**src/hw/rtl/suffix_array_lcp_builder_defines.svh**
```systemverilog
// ----------------------------------------------------------------------------
// Suffix array / LCP builder assertion macros
// Shared clocking and reset for the block's concurrent checks.
// ----------------------------------------------------------------------------
`ifndef SUFFIX_ARRAY_LCP_BUILDER_DEFINES_SVH
`define SUFFIX_ARRAY_LCP_BUILDER_DEFINES_SVH

// property holds at every edge out of reset
`define SAL_ASSERT_HOLDS(lbl, prop, msg) \
  lbl: assert property (@(posedge clk_i) disable iff (!rst_ni) (prop)) \
    else $error(msg);

// cond at one edge implies nxt at the following edge
`define SAL_ASSERT_NEXT(lbl, cond, nxt, msg) \
  lbl: assert property (@(posedge clk_i) disable iff (!rst_ni) (cond) |=> (nxt)) \
    else $error(msg);

`endif

```
**src/hw/rtl/sal_pkg.sv**
```systemverilog
// ----------------------------------------------------------------------------
// Suffix array / LCP builder package
// Field widths and the sequencer state type.
// ----------------------------------------------------------------------------
`default_nettype none

package sal_pkg;

  localparam int SYM_W = 8;  // text symbol
  localparam int IDX_W = 6;  // suffix start / prefix length fields

  typedef enum logic [3:0] {
    ST_IDLE,   // loading symbols
    ST_KEYI,   // fetch key of suffix i
    ST_KEYL,   // latch key i, start scan
    ST_SCAN,   // compare key i against every key j
    ST_WRN,    // write new rank of i
    ST_COPY,   // new ranks -> rank copies
    ST_INV,    // rank -> order
    ST_LRD,    // LCP: fetch rank of i
    ST_LR,     // LCP: latch rank, fetch neighbor
    ST_LJ,     // LCP: latch neighbor start
    ST_LCI,    // LCP: fetch symbol pair
    ST_LCC,    // LCP: compare symbol pair
    ST_LWR,    // LCP: write length
    ST_ORD,    // output: fetch entry k
    ST_OSH,    // output: load output register
    ST_OWAIT   // output: wait for word to be taken
  } state_e;

endpackage

`default_nettype wire

```
**src/hw/rtl/sal_ram.sv**
```systemverilog
// ----------------------------------------------------------------------------
// Generic RAM
// One write port, one read port, read data registered.
// ----------------------------------------------------------------------------
`default_nettype none

module sal_ram #(
  parameter int Width = 8,
  parameter int Depth = 64,
  parameter int AddrW = $clog2(Depth)
) (
  input  wire logic             clk_i,
  input  wire logic             we_i,
  input  wire logic [AddrW-1:0] waddr_i,
  input  wire logic [Width-1:0] wdata_i,
  input  wire logic [AddrW-1:0] raddr_i,
  output logic      [Width-1:0] rdata_o
);

  logic [Width-1:0] mem_q [Depth];
  logic [Width-1:0] rdata_q;

  always_ff @(posedge clk_i) begin
    if (we_i) begin
      mem_q[waddr_i] <= wdata_i;
    end
    rdata_q <= mem_q[raddr_i];
  end

  assign rdata_o = rdata_q;

endmodule

`default_nettype wire

```
**src/hw/rtl/suffix_array_lcp_builder.sv**
```systemverilog
// ----------------------------------------------------------------------------
// Suffix array / LCP builder
// Builds the suffix array and Kasai LCP array of a loaded byte string.
// ----------------------------------------------------------------------------
// Usage:
//   Input channel (in_valid_i / in_stall_o, symbol_i, last_symbol_i): one
//   symbol per word, one word per cycle while loading. Symbols past MAX_LEN
//   are dropped and set truncated_o for the run. last_symbol_i starts the
//   build; in_stall_o stays high from then until the last result is taken.
//   Output channel (out_valid_o / out_stall_i): n words in sorted order,
//   suffix_start_o, common_prefix_o (0 on the last), truncated_o,
//   last_result_o on the final word.
//   Ranking runs P passes (P <= log2(n) + 2), each bound by the single
//   read port of the rank RAMs (one key compare per cycle). LCP matching
//   compares at most 2n matched symbols. Output: each word passes the
//   fetch, load and wait states, and the next word is fetched only once
//   the previous one is taken.
//   A stalled output word holds; the sequencer simply waits.
//   Reset clears length, overflow flag and sequencer; RAM contents are
//   never cleared, only entries written for the current string are read.
// ----------------------------------------------------------------------------
`default_nettype none

`include "suffix_array_lcp_builder_defines.svh"

module suffix_array_lcp_builder #(
  parameter int MAX_LEN = 64
) (
  input  wire logic       clk_i,
  input  wire logic       rst_ni,
  // input words
  input  wire logic       in_valid_i,
  output logic            in_stall_o,
  input  wire logic [7:0] symbol_i,
  input  wire logic       last_symbol_i,
  // result words
  output logic            out_valid_o,
  input  wire logic       out_stall_i,
  output logic [5:0]      suffix_start_o,
  output logic [5:0]      common_prefix_o,
  output logic            truncated_o,
  output logic            last_result_o
);

  localparam int SymW = sal_pkg::SYM_W;
  localparam int IdxW = sal_pkg::IDX_W;
  localparam int AW   = (MAX_LEN > 1) ? $clog2(MAX_LEN) : 1;  // RAM address
  localparam int CW   = $clog2(MAX_LEN + 1);                  // counts up to n
  localparam int SW   = CW + 1;                               // index sums
  localparam int KW   = SymW + AW + 1;                        // sort key
  localparam logic [CW-1:0] LenMax = CW'(MAX_LEN);
  localparam logic [CW-1:0] CntOne = CW'(1);

  sal_pkg::state_e state_q, state_d;

  // control / datapath registers
  logic [CW-1:0] len_q, n_q, span_q, i_q, j_q, eq_q, c_q, h_q, k_q;
  logic          ovf_q, first_q, alldist_q, rd_v_q, rd_sv_q, cp_v_q;
  logic [KW-1:0] key_i_q;
  logic [AW-1:0] lt_q, cp_a_q, r_q, jj_q;
  logic [IdxW-1:0] out_start_q, out_lcp_q;
  logic          out_trunc_q, out_last_q, out_valid_q;

  // RAM ports
  logic            tx_we;
  logic [AW-1:0]   tx_waddr, txa_raddr, txb_raddr;
  logic [SymW-1:0] txa_rdata, txb_rdata;
  logic            rk_we, rkn_we, sa_we, lcp_we;
  logic [AW-1:0]   rk_waddr, rka_raddr, rkb_raddr, rkn_waddr, rkn_raddr;
  logic [AW-1:0]   rka_rdata, rkb_rdata, rkn_rdata;
  logic [AW-1:0]   sa_waddr, sa_wdata, sa_raddr, sa_rdata;
  logic [AW-1:0]   lcp_waddr, lcp_wdata, lcp_raddr, lcp_rdata;

  // derived
  logic          in_acc, out_acc, has_room;
  logic          issue, cp_issue, cp_done, i_last, k_last, r_tail, pair_ok, sym_eq;
  logic [CW-1:0] iss_addr;
  logic [SW-1:0] sec_sum, ih_sum, jh_sum;
  logic [SymW-1:0] prim;
  logic [AW:0]   sec;
  logic [KW-1:0] key_cur;

  assign in_acc   = in_valid_i && !in_stall_o;
  assign out_acc  = out_valid_q && !out_stall_i;
  assign has_room = len_q < LenMax;

  assign iss_addr = (state_q == sal_pkg::ST_KEYI) ? i_q : j_q;
  assign issue    = ((state_q == sal_pkg::ST_KEYL) || (state_q == sal_pkg::ST_SCAN))
                    && (j_q < n_q);
  assign cp_issue = ((state_q == sal_pkg::ST_COPY) || (state_q == sal_pkg::ST_INV))
                    && (c_q < n_q);
  assign cp_done  = (c_q == n_q) && !cp_v_q;
  assign i_last   = (i_q + CntOne) == n_q;
  assign k_last   = (k_q + CntOne) == n_q;
  assign r_tail   = CW'(rka_rdata) == (n_q - CntOne);

  // second half of the doubling key sits span positions further on
  assign sec_sum  = {1'b0, iss_addr} + {1'b0, span_q};
  assign prim     = first_q ? txa_rdata : SymW'(rka_rdata);
  assign sec      = rd_sv_q ? ((AW + 1)'(rkb_rdata) + (AW + 1)'(1)) : '0;
  assign key_cur  = {prim, sec};

  // Kasai compare positions
  assign ih_sum   = {1'b0, i_q} + {1'b0, h_q};
  assign jh_sum   = {1'b0, CW'(jj_q)} + {1'b0, h_q};
  assign pair_ok  = (ih_sum < {1'b0, n_q}) && (jh_sum < {1'b0, n_q});
  assign sym_eq   = txa_rdata == txb_rdata;

  // ---------------- next state ----------------
  always_comb begin
    state_d = state_q;
    case (state_q)
      sal_pkg::ST_IDLE:  if (in_acc && last_symbol_i) state_d = sal_pkg::ST_KEYI;
      sal_pkg::ST_KEYI:  state_d = sal_pkg::ST_KEYL;
      sal_pkg::ST_KEYL:  state_d = sal_pkg::ST_SCAN;
      sal_pkg::ST_SCAN:  if (!rd_v_q && (j_q == n_q)) state_d = sal_pkg::ST_WRN;
      sal_pkg::ST_WRN:   state_d = i_last ? sal_pkg::ST_COPY : sal_pkg::ST_KEYI;
      sal_pkg::ST_COPY: begin
        if (cp_done) state_d = alldist_q ? sal_pkg::ST_INV : sal_pkg::ST_KEYI;
      end
      sal_pkg::ST_INV:   if (cp_done) state_d = sal_pkg::ST_LRD;
      sal_pkg::ST_LRD:   state_d = sal_pkg::ST_LR;
      sal_pkg::ST_LR:    state_d = r_tail ? sal_pkg::ST_LWR : sal_pkg::ST_LJ;
      sal_pkg::ST_LJ:    state_d = sal_pkg::ST_LCI;
      sal_pkg::ST_LCI:   state_d = pair_ok ? sal_pkg::ST_LCC : sal_pkg::ST_LWR;
      sal_pkg::ST_LCC:   state_d = sym_eq ? sal_pkg::ST_LCI : sal_pkg::ST_LWR;
      sal_pkg::ST_LWR:   state_d = i_last ? sal_pkg::ST_ORD : sal_pkg::ST_LRD;
      sal_pkg::ST_ORD:   state_d = sal_pkg::ST_OSH;
      sal_pkg::ST_OSH:   state_d = sal_pkg::ST_OWAIT;
      sal_pkg::ST_OWAIT: begin
        if (out_acc) state_d = k_last ? sal_pkg::ST_IDLE : sal_pkg::ST_ORD;
      end
      default:           state_d = sal_pkg::ST_IDLE;
    endcase
  end

  // ---------------- memory controls ----------------
  always_comb begin
    in_stall_o = state_q != sal_pkg::ST_IDLE;

    tx_we     = (state_q == sal_pkg::ST_IDLE) && in_acc && has_room;
    tx_waddr  = len_q[AW-1:0];
    txa_raddr = (state_q == sal_pkg::ST_LCI) ? ih_sum[AW-1:0] : iss_addr[AW-1:0];
    txb_raddr = jh_sum[AW-1:0];

    rkb_raddr = sec_sum[AW-1:0];
    case (state_q)
      sal_pkg::ST_INV: rka_raddr = c_q[AW-1:0];
      sal_pkg::ST_LRD: rka_raddr = i_q[AW-1:0];
      default:         rka_raddr = iss_addr[AW-1:0];
    endcase
    rk_we     = (state_q == sal_pkg::ST_COPY) && cp_v_q;
    rk_waddr  = cp_a_q;

    rkn_we    = state_q == sal_pkg::ST_WRN;
    rkn_waddr = i_q[AW-1:0];
    rkn_raddr = c_q[AW-1:0];

    sa_we     = (state_q == sal_pkg::ST_INV) && cp_v_q;
    sa_waddr  = rka_rdata;
    sa_wdata  = cp_a_q;
    sa_raddr  = (state_q == sal_pkg::ST_LR) ? (rka_rdata + AW'(1)) : k_q[AW-1:0];

    lcp_we    = state_q == sal_pkg::ST_LWR;
    lcp_waddr = r_q;
    lcp_wdata = h_q[AW-1:0];
    lcp_raddr = k_q[AW-1:0];
  end

  // ---------------- registers ----------------
  always_ff @(posedge clk_i or negedge rst_ni) begin
    if (!rst_ni) begin
      state_q     <= sal_pkg::ST_IDLE;
      len_q       <= '0;
      ovf_q       <= 1'b0;
      n_q         <= '0;
      first_q     <= 1'b1;
      span_q      <= '0;
      alldist_q   <= 1'b1;
      i_q         <= '0;
      j_q         <= '0;
      eq_q        <= '0;
      lt_q        <= '0;
      c_q         <= '0;
      h_q         <= '0;
      k_q         <= '0;
      rd_v_q      <= 1'b0;
      rd_sv_q     <= 1'b0;
      cp_v_q      <= 1'b0;
      cp_a_q      <= '0;
      out_valid_q <= 1'b0;
    end else begin
      state_q <= state_d;
      rd_v_q  <= issue;
      rd_sv_q <= !first_q && (sec_sum < {1'b0, n_q});
      cp_v_q  <= cp_issue;
      cp_a_q  <= c_q[AW-1:0];
      if (cp_issue) c_q <= c_q + CntOne;

      case (state_q)
        sal_pkg::ST_IDLE: begin
          if (in_acc) begin
            if (!has_room) ovf_q <= 1'b1;
            if (last_symbol_i) begin
              n_q       <= has_room ? (len_q + CntOne) : len_q;
              len_q     <= '0;
              first_q   <= 1'b1;
              span_q    <= '0;
              alldist_q <= 1'b1;
              i_q       <= '0;
            end else if (has_room) begin
              len_q <= len_q + CntOne;
            end
          end
        end
        sal_pkg::ST_KEYI: begin
          j_q  <= '0;
          lt_q <= '0;
          eq_q <= '0;
        end
        sal_pkg::ST_KEYL: begin
          key_i_q <= key_cur;
          if (issue) j_q <= j_q + CntOne;
        end
        sal_pkg::ST_SCAN: begin
          if (issue) j_q <= j_q + CntOne;
          if (rd_v_q) begin
            if (key_cur < key_i_q)  lt_q <= lt_q + AW'(1);
            if (key_cur == key_i_q) eq_q <= eq_q + CntOne;
          end
        end
        sal_pkg::ST_WRN: begin
          if (eq_q != CntOne) alldist_q <= 1'b0;
          i_q <= i_q + CntOne;
          if (i_last) c_q <= '0;
        end
        sal_pkg::ST_COPY: begin
          if (cp_done) begin
            c_q <= '0;
            if (!alldist_q) begin
              i_q       <= '0;
              alldist_q <= 1'b1;
              first_q   <= 1'b0;
              span_q    <= first_q ? CntOne : (span_q << 1);
            end
          end
        end
        sal_pkg::ST_INV: begin
          if (cp_done) begin
            i_q <= '0;
            h_q <= '0;
          end
        end
        sal_pkg::ST_LR: begin
          r_q <= rka_rdata;
          if (r_tail) h_q <= '0;
        end
        sal_pkg::ST_LJ:  jj_q <= sa_rdata;
        sal_pkg::ST_LCC: if (sym_eq) h_q <= h_q + CntOne;
        sal_pkg::ST_LWR: begin
          if (h_q != '0) h_q <= h_q - CntOne;
          i_q <= i_q + CntOne;
          if (i_last) k_q <= '0;
        end
        sal_pkg::ST_OSH: out_valid_q <= 1'b1;
        sal_pkg::ST_OWAIT: begin
          if (out_acc) begin
            out_valid_q <= 1'b0;
            k_q         <= k_q + CntOne;
            if (k_last) ovf_q <= 1'b0;
          end
        end
        default: ;
      endcase
    end
  end

  // output word payload
  always_ff @(posedge clk_i) begin
    if (state_q == sal_pkg::ST_OSH) begin
      out_start_q <= IdxW'(sa_rdata);
      out_lcp_q   <= IdxW'(lcp_rdata);
      out_trunc_q <= ovf_q;
      out_last_q  <= k_last;
    end
  end

  assign out_valid_o     = out_valid_q;
  assign suffix_start_o  = out_start_q;
  assign common_prefix_o = out_lcp_q;
  assign truncated_o     = out_trunc_q;
  assign last_result_o   = out_last_q;

  // ---------------- memories ----------------
  // text, two copies for the two Kasai read positions
  sal_ram #(.Width(SymW), .Depth(MAX_LEN), .AddrW(AW)) u_txa (
    .clk_i, .we_i(tx_we), .waddr_i(tx_waddr), .wdata_i(symbol_i),
    .raddr_i(txa_raddr), .rdata_o(txa_rdata)
  );
  sal_ram #(.Width(SymW), .Depth(MAX_LEN), .AddrW(AW)) u_txb (
    .clk_i, .we_i(tx_we), .waddr_i(tx_waddr), .wdata_i(symbol_i),
    .raddr_i(txb_raddr), .rdata_o(txb_rdata)
  );
  // rank, two copies: key head and key tail read together
  sal_ram #(.Width(AW), .Depth(MAX_LEN), .AddrW(AW)) u_rka (
    .clk_i, .we_i(rk_we), .waddr_i(rk_waddr), .wdata_i(rkn_rdata),
    .raddr_i(rka_raddr), .rdata_o(rka_rdata)
  );
  sal_ram #(.Width(AW), .Depth(MAX_LEN), .AddrW(AW)) u_rkb (
    .clk_i, .we_i(rk_we), .waddr_i(rk_waddr), .wdata_i(rkn_rdata),
    .raddr_i(rkb_raddr), .rdata_o(rkb_rdata)
  );
  // ranks of the pass in progress
  sal_ram #(.Width(AW), .Depth(MAX_LEN), .AddrW(AW)) u_rkn (
    .clk_i, .we_i(rkn_we), .waddr_i(rkn_waddr), .wdata_i(lt_q),
    .raddr_i(rkn_raddr), .rdata_o(rkn_rdata)
  );
  // sorted suffix starts
  sal_ram #(.Width(AW), .Depth(MAX_LEN), .AddrW(AW)) u_sa (
    .clk_i, .we_i(sa_we), .waddr_i(sa_waddr), .wdata_i(sa_wdata),
    .raddr_i(sa_raddr), .rdata_o(sa_rdata)
  );
  // common prefix lengths by sorted rank
  sal_ram #(.Width(AW), .Depth(MAX_LEN), .AddrW(AW)) u_lcp (
    .clk_i, .we_i(lcp_we), .waddr_i(lcp_waddr), .wdata_i(lcp_wdata),
    .raddr_i(lcp_raddr), .rdata_o(lcp_rdata)
  );

  // ---------------- assertions ----------------
  `SAL_ASSERT_HOLDS(a_len_cap, len_q <= LenMax, "stored length beyond capacity")
  `SAL_ASSERT_HOLDS(a_lcp_bound, (state_q == sal_pkg::ST_LCC) |-> (h_q < n_q), "lcp run past n")
  `SAL_ASSERT_NEXT(a_last_idle, out_acc && out_last_q, state_q == sal_pkg::ST_IDLE, "no idle after run")

endmodule

`default_nettype wire

```
**config.mk**
```make
export PLATFORM = sky130hd
export DESIGN_NAME = suffix_array_lcp_builder
export DESIGN_NICKNAME = d
export VERILOG_FILES = /design/src/hw/rtl/sal_pkg.sv /design/src/hw/rtl/sal_ram.sv /design/src/hw/rtl/suffix_array_lcp_builder.sv
export VERILOG_INCLUDE_DIRS = /design/src /design/src/hw/rtl
export SDC_FILE = /design/constraint.sdc
export NUM_CORES = 2
export LEC_CHECK = 0
export ABC_AREA = 1
export BUFFER_PORTS_ARGS = -buffer_cell sky130_fd_sc_hd__buf_2
export CORE_MARGIN = 3
export CORE_UTILIZATION = 29
export DETAILED_ROUTE_END_ITERATION = 7
export GPL_TIMING_DRIVEN = 0
export HOLD_SLACK_MARGIN = 0.08
export SYNTH_ARGS = -nofsm -noshare
export SYNTH_HDL_FRONTEND = slang
export SYNTH_SLANG_ARGS = --single-unit
```
**constraint.sdc**
```tcl
create_clock -name clk_i -period 4.9 [get_ports clk_i]
set_clock_uncertainty 0.05 [all_clocks]
set_input_delay 0.735 -clock clk_i [delete_from_list [all_inputs] [get_ports clk_i]]
set_output_delay 0.735 -clock clk_i [all_outputs]
set_load 0.005 [all_outputs]
```
# == Word-level counts from Yosys, hierarchy flattened ==
# Memories as Yosys holds them, arrays and structs flattened. A register that Yosys moved wholly into a read port is not among the register bits.
# Index checks and enable logic that the tools add are counted.
# word_totals
input_bits,13
elab_cells,222
n_memories,7
reg_bits,127
mem_bits_rw,2944
output_inout_bits,16
# op_classes
n_eq_ne,42
muxes,75
n_addsub,15
order_cmp,7
reduce_logical,50
# mem_list
name,depth,word_bits,rd,rd_ports_with_merged_regs,write_ports,line,text
u_txa.mem_q,64,8,1,1,1,sal_ram.sv:20,logic [Width-1:0] mem_q [Depth];
u_txb.mem_q,64,8,1,1,1,sal_ram.sv:20,
u_lcp.mem_q,64,6,1,1,1,sal_ram.sv:20,
u_rka.mem_q,64,6,1,1,1,sal_ram.sv:20,
u_rkb.mem_q,64,6,1,1,1,sal_ram.sv:20,
u_rkn.mem_q,64,6,1,1,1,sal_ram.sv:20,
1 more memories,n/a,n/a,n/a,n/a,n/a,n/a,
# op_table
op,count
7-bit 2-to-1 mux,23
7-bit one-hot mux with 2 select lines,5
4-bit one-hot mux with 16 select lines,1
7-bit one-hot mux with 4 select lines,2
7-bit by 1-bit adder with 7-bit output (second input constant),7
4-bit == test (second input constant),8
7-bit == test,4
4-bit 2-to-1 mux,7
5-bit AND reduction,5
8-bit by 7-bit < comparator with 1-bit output,3
6-bit 2-to-1 mux,4
2-bit inequality test (second input constant),12
6-bit one-hot mux with 2 select lines,2
1-bit 2-to-1 mux,21
7-bit by 7-bit adder with 8-bit output,2
4-bit by 3-bit == test with 1-bit output (second input constant),4
15-bit == test,1
15-bit < comparator,1
3-bit 2-to-1 mux,5
7-bit < comparator,2
2-bit by 1-bit inequality test with 1-bit output (second input constant),7
7-bit by 1-bit subtractor with 7-bit output (second input constant),2
1-bit logical AND,13
6-bit by 1-bit adder with 6-bit output (second input constant),2
22 further kinds,46

# == Longest topological paths before layout ==
# logic_depth
word_depth,7
mapped_depth,21
mapped_depth_nobuf,19

# == Cells and area by module ==
# From an unflattened synthesis, not the netlist that was laid out.
# unflattened
hier_cells,11604
area_unflattened_um2,131170.8
# modules_own_cells
mod,n_inst,area_each_um2,seq_area_each_um2,cells_each
sal_ram at u_lcp ...,5,15930.3,11651.2,1376
sal_ram at u_txa ...,2,21339.2,15534.9,1805
suffix_array_lcp_builder,1,8841.0,3385.7,1114

# == Least setup slack after synthesis ==
# No wires, ideal clock.
# synth_path
kind,flip-flop to flip-flop
from,reg h_q[0]
to,reg state_q[2]
required_time_ps,4734
setup_ps,116
slack_ps,1173
stages_incl_launch_ff,17
arrival_ps,3561
cell_sequence,dfrtp_1 -> ha_1 -> fa_1 -> nand3_1 -> nand3_1 -> xor2_1 -> clkinv_1 -> clkbuf_1 -> ha_1 -> a21oi_1 -> o2111ai_1 -> nor2_1 -> nand2_1 -> nand2_1 -> nand3_1 -> nand2_1 -> nand2_1
# synth_via
elab_chain_len,5
word_cells_on_any_way,7
cone_classes,add/sub (2); order compare (2); mux (2); reduce/logical (1)
# synth_rtl
item,line,text
"start, declared",suffix_array_lcp_builder.sv:57,"logic [CW-1:0] len_q, n_q, span_q, i_q, j_q, eq_q, c_q, h_q, k_q;"
"start signal, assigned",suffix_array_lcp_builder.sv:259,sal_pkg::ST_LCC: if (sym_eq) h_q <= h_q + CntOne;
"start signal, assigned",suffix_array_lcp_builder.sv:261,if (h_q != '0) h_q <= h_q - CntOne;
7-bit by 7-bit adder with 8-bit output or 6-bit by 7-bit adder with 8-bit output (tied branches),"suffix_array_lcp_builder.sv:104, suffix_array_lcp_builder.sv:105",
8-bit by 7-bit < comparator with 1-bit output,suffix_array_lcp_builder.sv:106,"assign pair_ok = (ih_sum < {1'b0, n_q}) && (jh_sum < {1'b0, n_q});"
1-bit logical AND (*),suffix_array_lcp_builder.sv:106,
3-bit 2-to-1 mux (*),suffix_array_lcp_builder.sv:125,sal_pkg::ST_LCI: state_d = pair_ok ? sal_pkg::ST_LCC : sal_pkg::ST_LWR;
4-bit one-hot mux with 16 select lines (*),suffix_array_lcp_builder.sv:112,case (state_q)
"end signal, assigned",suffix_array_lcp_builder.sv:173,state_q <= sal_pkg::ST_IDLE;
"end signal, assigned",suffix_array_lcp_builder.sv:193,state_q <= state_d;
"end, declared",suffix_array_lcp_builder.sv:54,"sal_pkg::state_e state_q, state_d;"
# Every way passes the cells marked *; elsewhere a longest branch is shown, timed or not.
# A chain may end at the register's enable or synchronous reset.

# == Worst setup path after layout ==
# layout_path
from,reg state_q[1]
to,mem u_txa.mem_q[21][1] (enable)
# layout_via
elab_chain_len,7
word_cells_on_any_way,8
cone_classes,mux (2); reduce/logical (6)
# layout_rtl
item,line,text
4-bit nonzero test,suffix_array_lcp_builder.sv:139,in_stall_o = state_q != sal_pkg::ST_IDLE;
1-bit zero test,suffix_array_lcp_builder.sv:83,assign in_acc = in_valid_i && !in_stall_o;
1-bit logical AND,suffix_array_lcp_builder.sv:83,
1-bit logical AND (*) (2 in a row),suffix_array_lcp_builder.sv:141,tx_we = (state_q == sal_pkg::ST_IDLE) && in_acc && has_room;
1-bit 2-to-1 mux (*),sal_ram.sv:24,if (we_i) begin
1-bit 2-to-1 mux (not written as such) (*),sal_ram.sv:25,mem_q[waddr_i] <= wdata_i;
"end, declared",sal_ram.sv:20,
# Marks and branches as above.

==> metrics.yaml <==
status: "complete, but fails checks"
violations: "setup timing"
r2r_slack_ps: -150
setup_ws_ps: -154
pwr-share-comb: 0.460
synth_top_family_by_area: "simple AND/OR/NAND/NOR gates"
drc_errors: 0
die_h_um: 602
min_period_over_period: 1.03
multi_input_area_sq_um: 30800
synthSimpleGateAreaFrac: 0.171
arrival_ps: 5520
cap_violations: 0
synth-compound-area-share: 0.110
synth_xor_area_frac: 0.00532
area_growth_pct: 14.5
r2r_end: "u_txa.mem_q[21][1]"
path_cells: "nor2_1 > nand2_1 > nor2_2 > inv_1 > nor2_1 > nand3_1 > nor2_1"
async_flop_share: 0.0387
switching_share: 0.474
critical_path.startpoint: "state_q[1]"
port_buffers: 28
drt_iter0_drc: 13300
slew_headroom: 0.0378
seq_area_sq_um: 65900
crit_slowest_cell: "nor2_1"
maxSlewViolCount: 0
critPathRequiredTime_ps: 5360
clock_power_share: 0.240
worst_hold_slack_ps: 172
ant_nets: 0
die_area_sq_um: 363000
internal_power_uw: 41000
fillerInstances: 35700
synth.area.mux_share: 0
reg2reg_depth: 7
critPathKind: "flip-flop to flip-flop"
synthCells: 10200
finalHoldViolCount: 0
cp_max_fo: 8
synth_ff_type: "edfxtp_1"
synthTopCellsByCount: "edfxtp_1 (2089), nand3_1 (1519), nand2_1 (1442)"
min_period_ps: 5050
routedWlPerCell_um: 28.4
drive_above_1_share: 0.0718
htree_levels: 4
crit_path_end_kind: "flip-flop"
cts_max_path_buffers: 4
yosysTopAreaCell: "edfxtp_1"
crit_family: "simple AND/OR/NAND/NOR gates"
cts.reportedPaths.clkPinSlew_ps: 70
yosys_warnings: 0
cts_tree: "done"
finalSetupViolCount: 83
synth_top_area_frac: 0.609
grt_max_degree: 71
boundaryPins: 29
hold_depth: 3
hp-class: "primary input to flip-flop"
grt_overflow: 0
min-delay-start: "out_stall_i"
startpoint_type: "flip-flop"
dr.pass1.iters: 8
wl_um: 439000
fmax_mhz: 198
clock-sinks: 2221
cts_buffers: 237
yosysUniqueCellTypes: 52
clk_latency_ps: 980
cpPeakStageDelay_ps: 1240
hpwl_um: 302000
path_common_cell: "nor2_1"
via_per_inst: 5.49
place_congestion: 1.02
r2r-start: "state_q[1]"
final_area_sq_um: 118000
cts_setup_buffers: 0
chipWidth_um: 602
grt_usage: 0.233
synthAdderAreaFrac: 0.0109
utilization: 0.334
ir_worst_vdd_v: 0.000659
synth_edf_count: 2089
pwr_density_cell_nw_per_um2: 660
p_sw_uw: 36900
start_util: 0.292
hold_end: "out_valid_o"
tightest_slew_ps: 1440
leakagePower_uw: 0.0444
pre_cts_ws_ps: -662
nets: 10600
seqPwrFrac: 0.300
syn_area_sq_um: 103000
crit_buf_inv: 1
place_area_sq_um: 110000
yosysMostFrequentCell: "edfxtp_1"
rows: 218
grt_antenna_before_repair: 18
cts-root-buf: "clkbuf_16"
grt_pass1_vias: 79500
ys_ff_latch: 2221
vias: 84700
grt_pass1_wl_um: 606000
synth_fp_nets: 10300
design.core.area_sq_um: 353000
avgSynthCellArea_sq_um: 10.1
ys_top_cells_by_area: "edfxtp_1 (61%), nand3_1 (7.4%), o21ai_0 (5.5%)"
rsz0062_at_grt: "yes"
ys_seq_area_frac: 0.638
-- cells by family after synthesis --
logic type / count (synthesis)
flops: 2221
buf+inv: 1671
compound gates: 2122
fa+ha+maj: 87
simple gates: 4045
xor+xnor: 61
-- power by group through the flow --
stage	Clock, uW	Sequential, uW	Combinational [uW]
2_1_floorplan	0	23300	17800
3_3_place_gp	0	24600	32800
3_5_place_dp	0	23800	33800
4_1_cts	18800	23400	34000
5_1_grt	19600	23400	36800
6_report	18700	23400	35800
-- worst max-delay path by stage --
stage                    endpoint  slack, ps  cells after the start
4_1_cts          u_rkb.rdata_o[4]          3                     20
5_1_grt        u_txa.mem_q[21][0]       -120                      7
3_5_place_dp     u_txb.rdata_o[5]       -660                     11
3_3_place_gp     u_txb.rdata_o[5]      -2160                     11
6_report       u_txa.mem_q[21][1]       -150                      7
2_1_floorplan          state_q[2]       1170                     16
-- per-layer routing --
| layer | track usage | up-vias | share of wire |
|---|---|---|---|
| met5 | 0 | - | 0.00023 |
| met4 | 0.129 | 12 | 0.066 |
| met3 | 0.0533 | 1336 | 0.11 |
| met2 | 0.351 | 5806 | 0.43 |
| met1 | 0.308 | 41200 | 0.39 |
| li1 | - | 36400 | - |
-- layout by cell type, fill, tap and decap left out, types with 9 or more instances in the layout --
cell type and count:
nand3b_1 69, o21ai_1 10, nor2_2 28, clkinv_1 33
nand3_1 1519, o221ai_1 42, inv_1 1010, dfxtp_1 40
nor3_1 21, dfrtp_1 66, clkinv_4 16, a21oi_1 608
clkbuf_1 416, inv_6 11, buf_2 181, buf_16 10
dfrtp_2 10, nor2_1 898, xnor2_1 19, clkbuf_2 26
xor2_1 35, o21ai_0 1130, buf_12 15, ha_1 82
clkinvlp_4 21, buf_4 24, nand2_1 1442, buf_6 12
o22ai_1 196, nand4_1 16, or2_2 33, bufinv_16 26
edfxtp_1 2089, clkbuf_8 9, o211ai_1 101, buf_1 48
clkinv_2 38, clkbuf_16 241, inv_2 14
-- what timing repair did --
action / in CTS / in global routing
hold endpoints to repair: 43 / 0
endpoints found under the setup margin: 26 / 194
gates resized for setup: 24 / 51
hold buffers: 1 / 0
-- worst reg2reg max path, stage by stage (launching register included) --
cell and delay [ps]:
dfrtp_1 520, nor2_1 320, nand2_1 480, nor2_2 470, inv_1 240, nor2_1 260
nand3_1 1030, nor2_1 1250
-- sequential cells by signal, summed over array words and instances (netlist names), 8 cells and up --
| register | count |
|---|---|
| u_rkn.mem_q | 384 |
| u_rkb.mem_q | 384 |
| key_i_q | 15 |
| u_sa.mem_q | 384 |
| u_lcp.mem_q | 384 |
| u_txa.rdata_o | 8 |
| u_txb.mem_q | 72 |
| u_txa.mem_q | 440 |
| u_txb.rdata_o | 8 |
-- metrics by stage --
stage | std cells | power (uW) | TNS, ps
3_3_place_gp | 15000 | 57400 | -83940
3_5_place_dp | 15000 | 57600 | -6480
4_1_cts | 15400 | 76100 | 0
6_report | 15400 | 77900 | -4160
5_1_grt | 15400 | 79800 | -3670
2_1_floorplan | 10200 | 41100 | 0
-- area by class of cell --
type | count | share of cell area
tap | 4730 | 0.0502
clock inverter | 150 | 0.0142
clock buffer | 290 | 0.0534
timing repair buffer | 56 | 0.00641
sequential | 2221 | 0.558
buffer | 638 | 0.0236
multi-input combinational | 6315 | 0.261
antenna | 8 | 0.000170
inverter | 1029 | 0.0328
(Power assumes the default switching activity.)
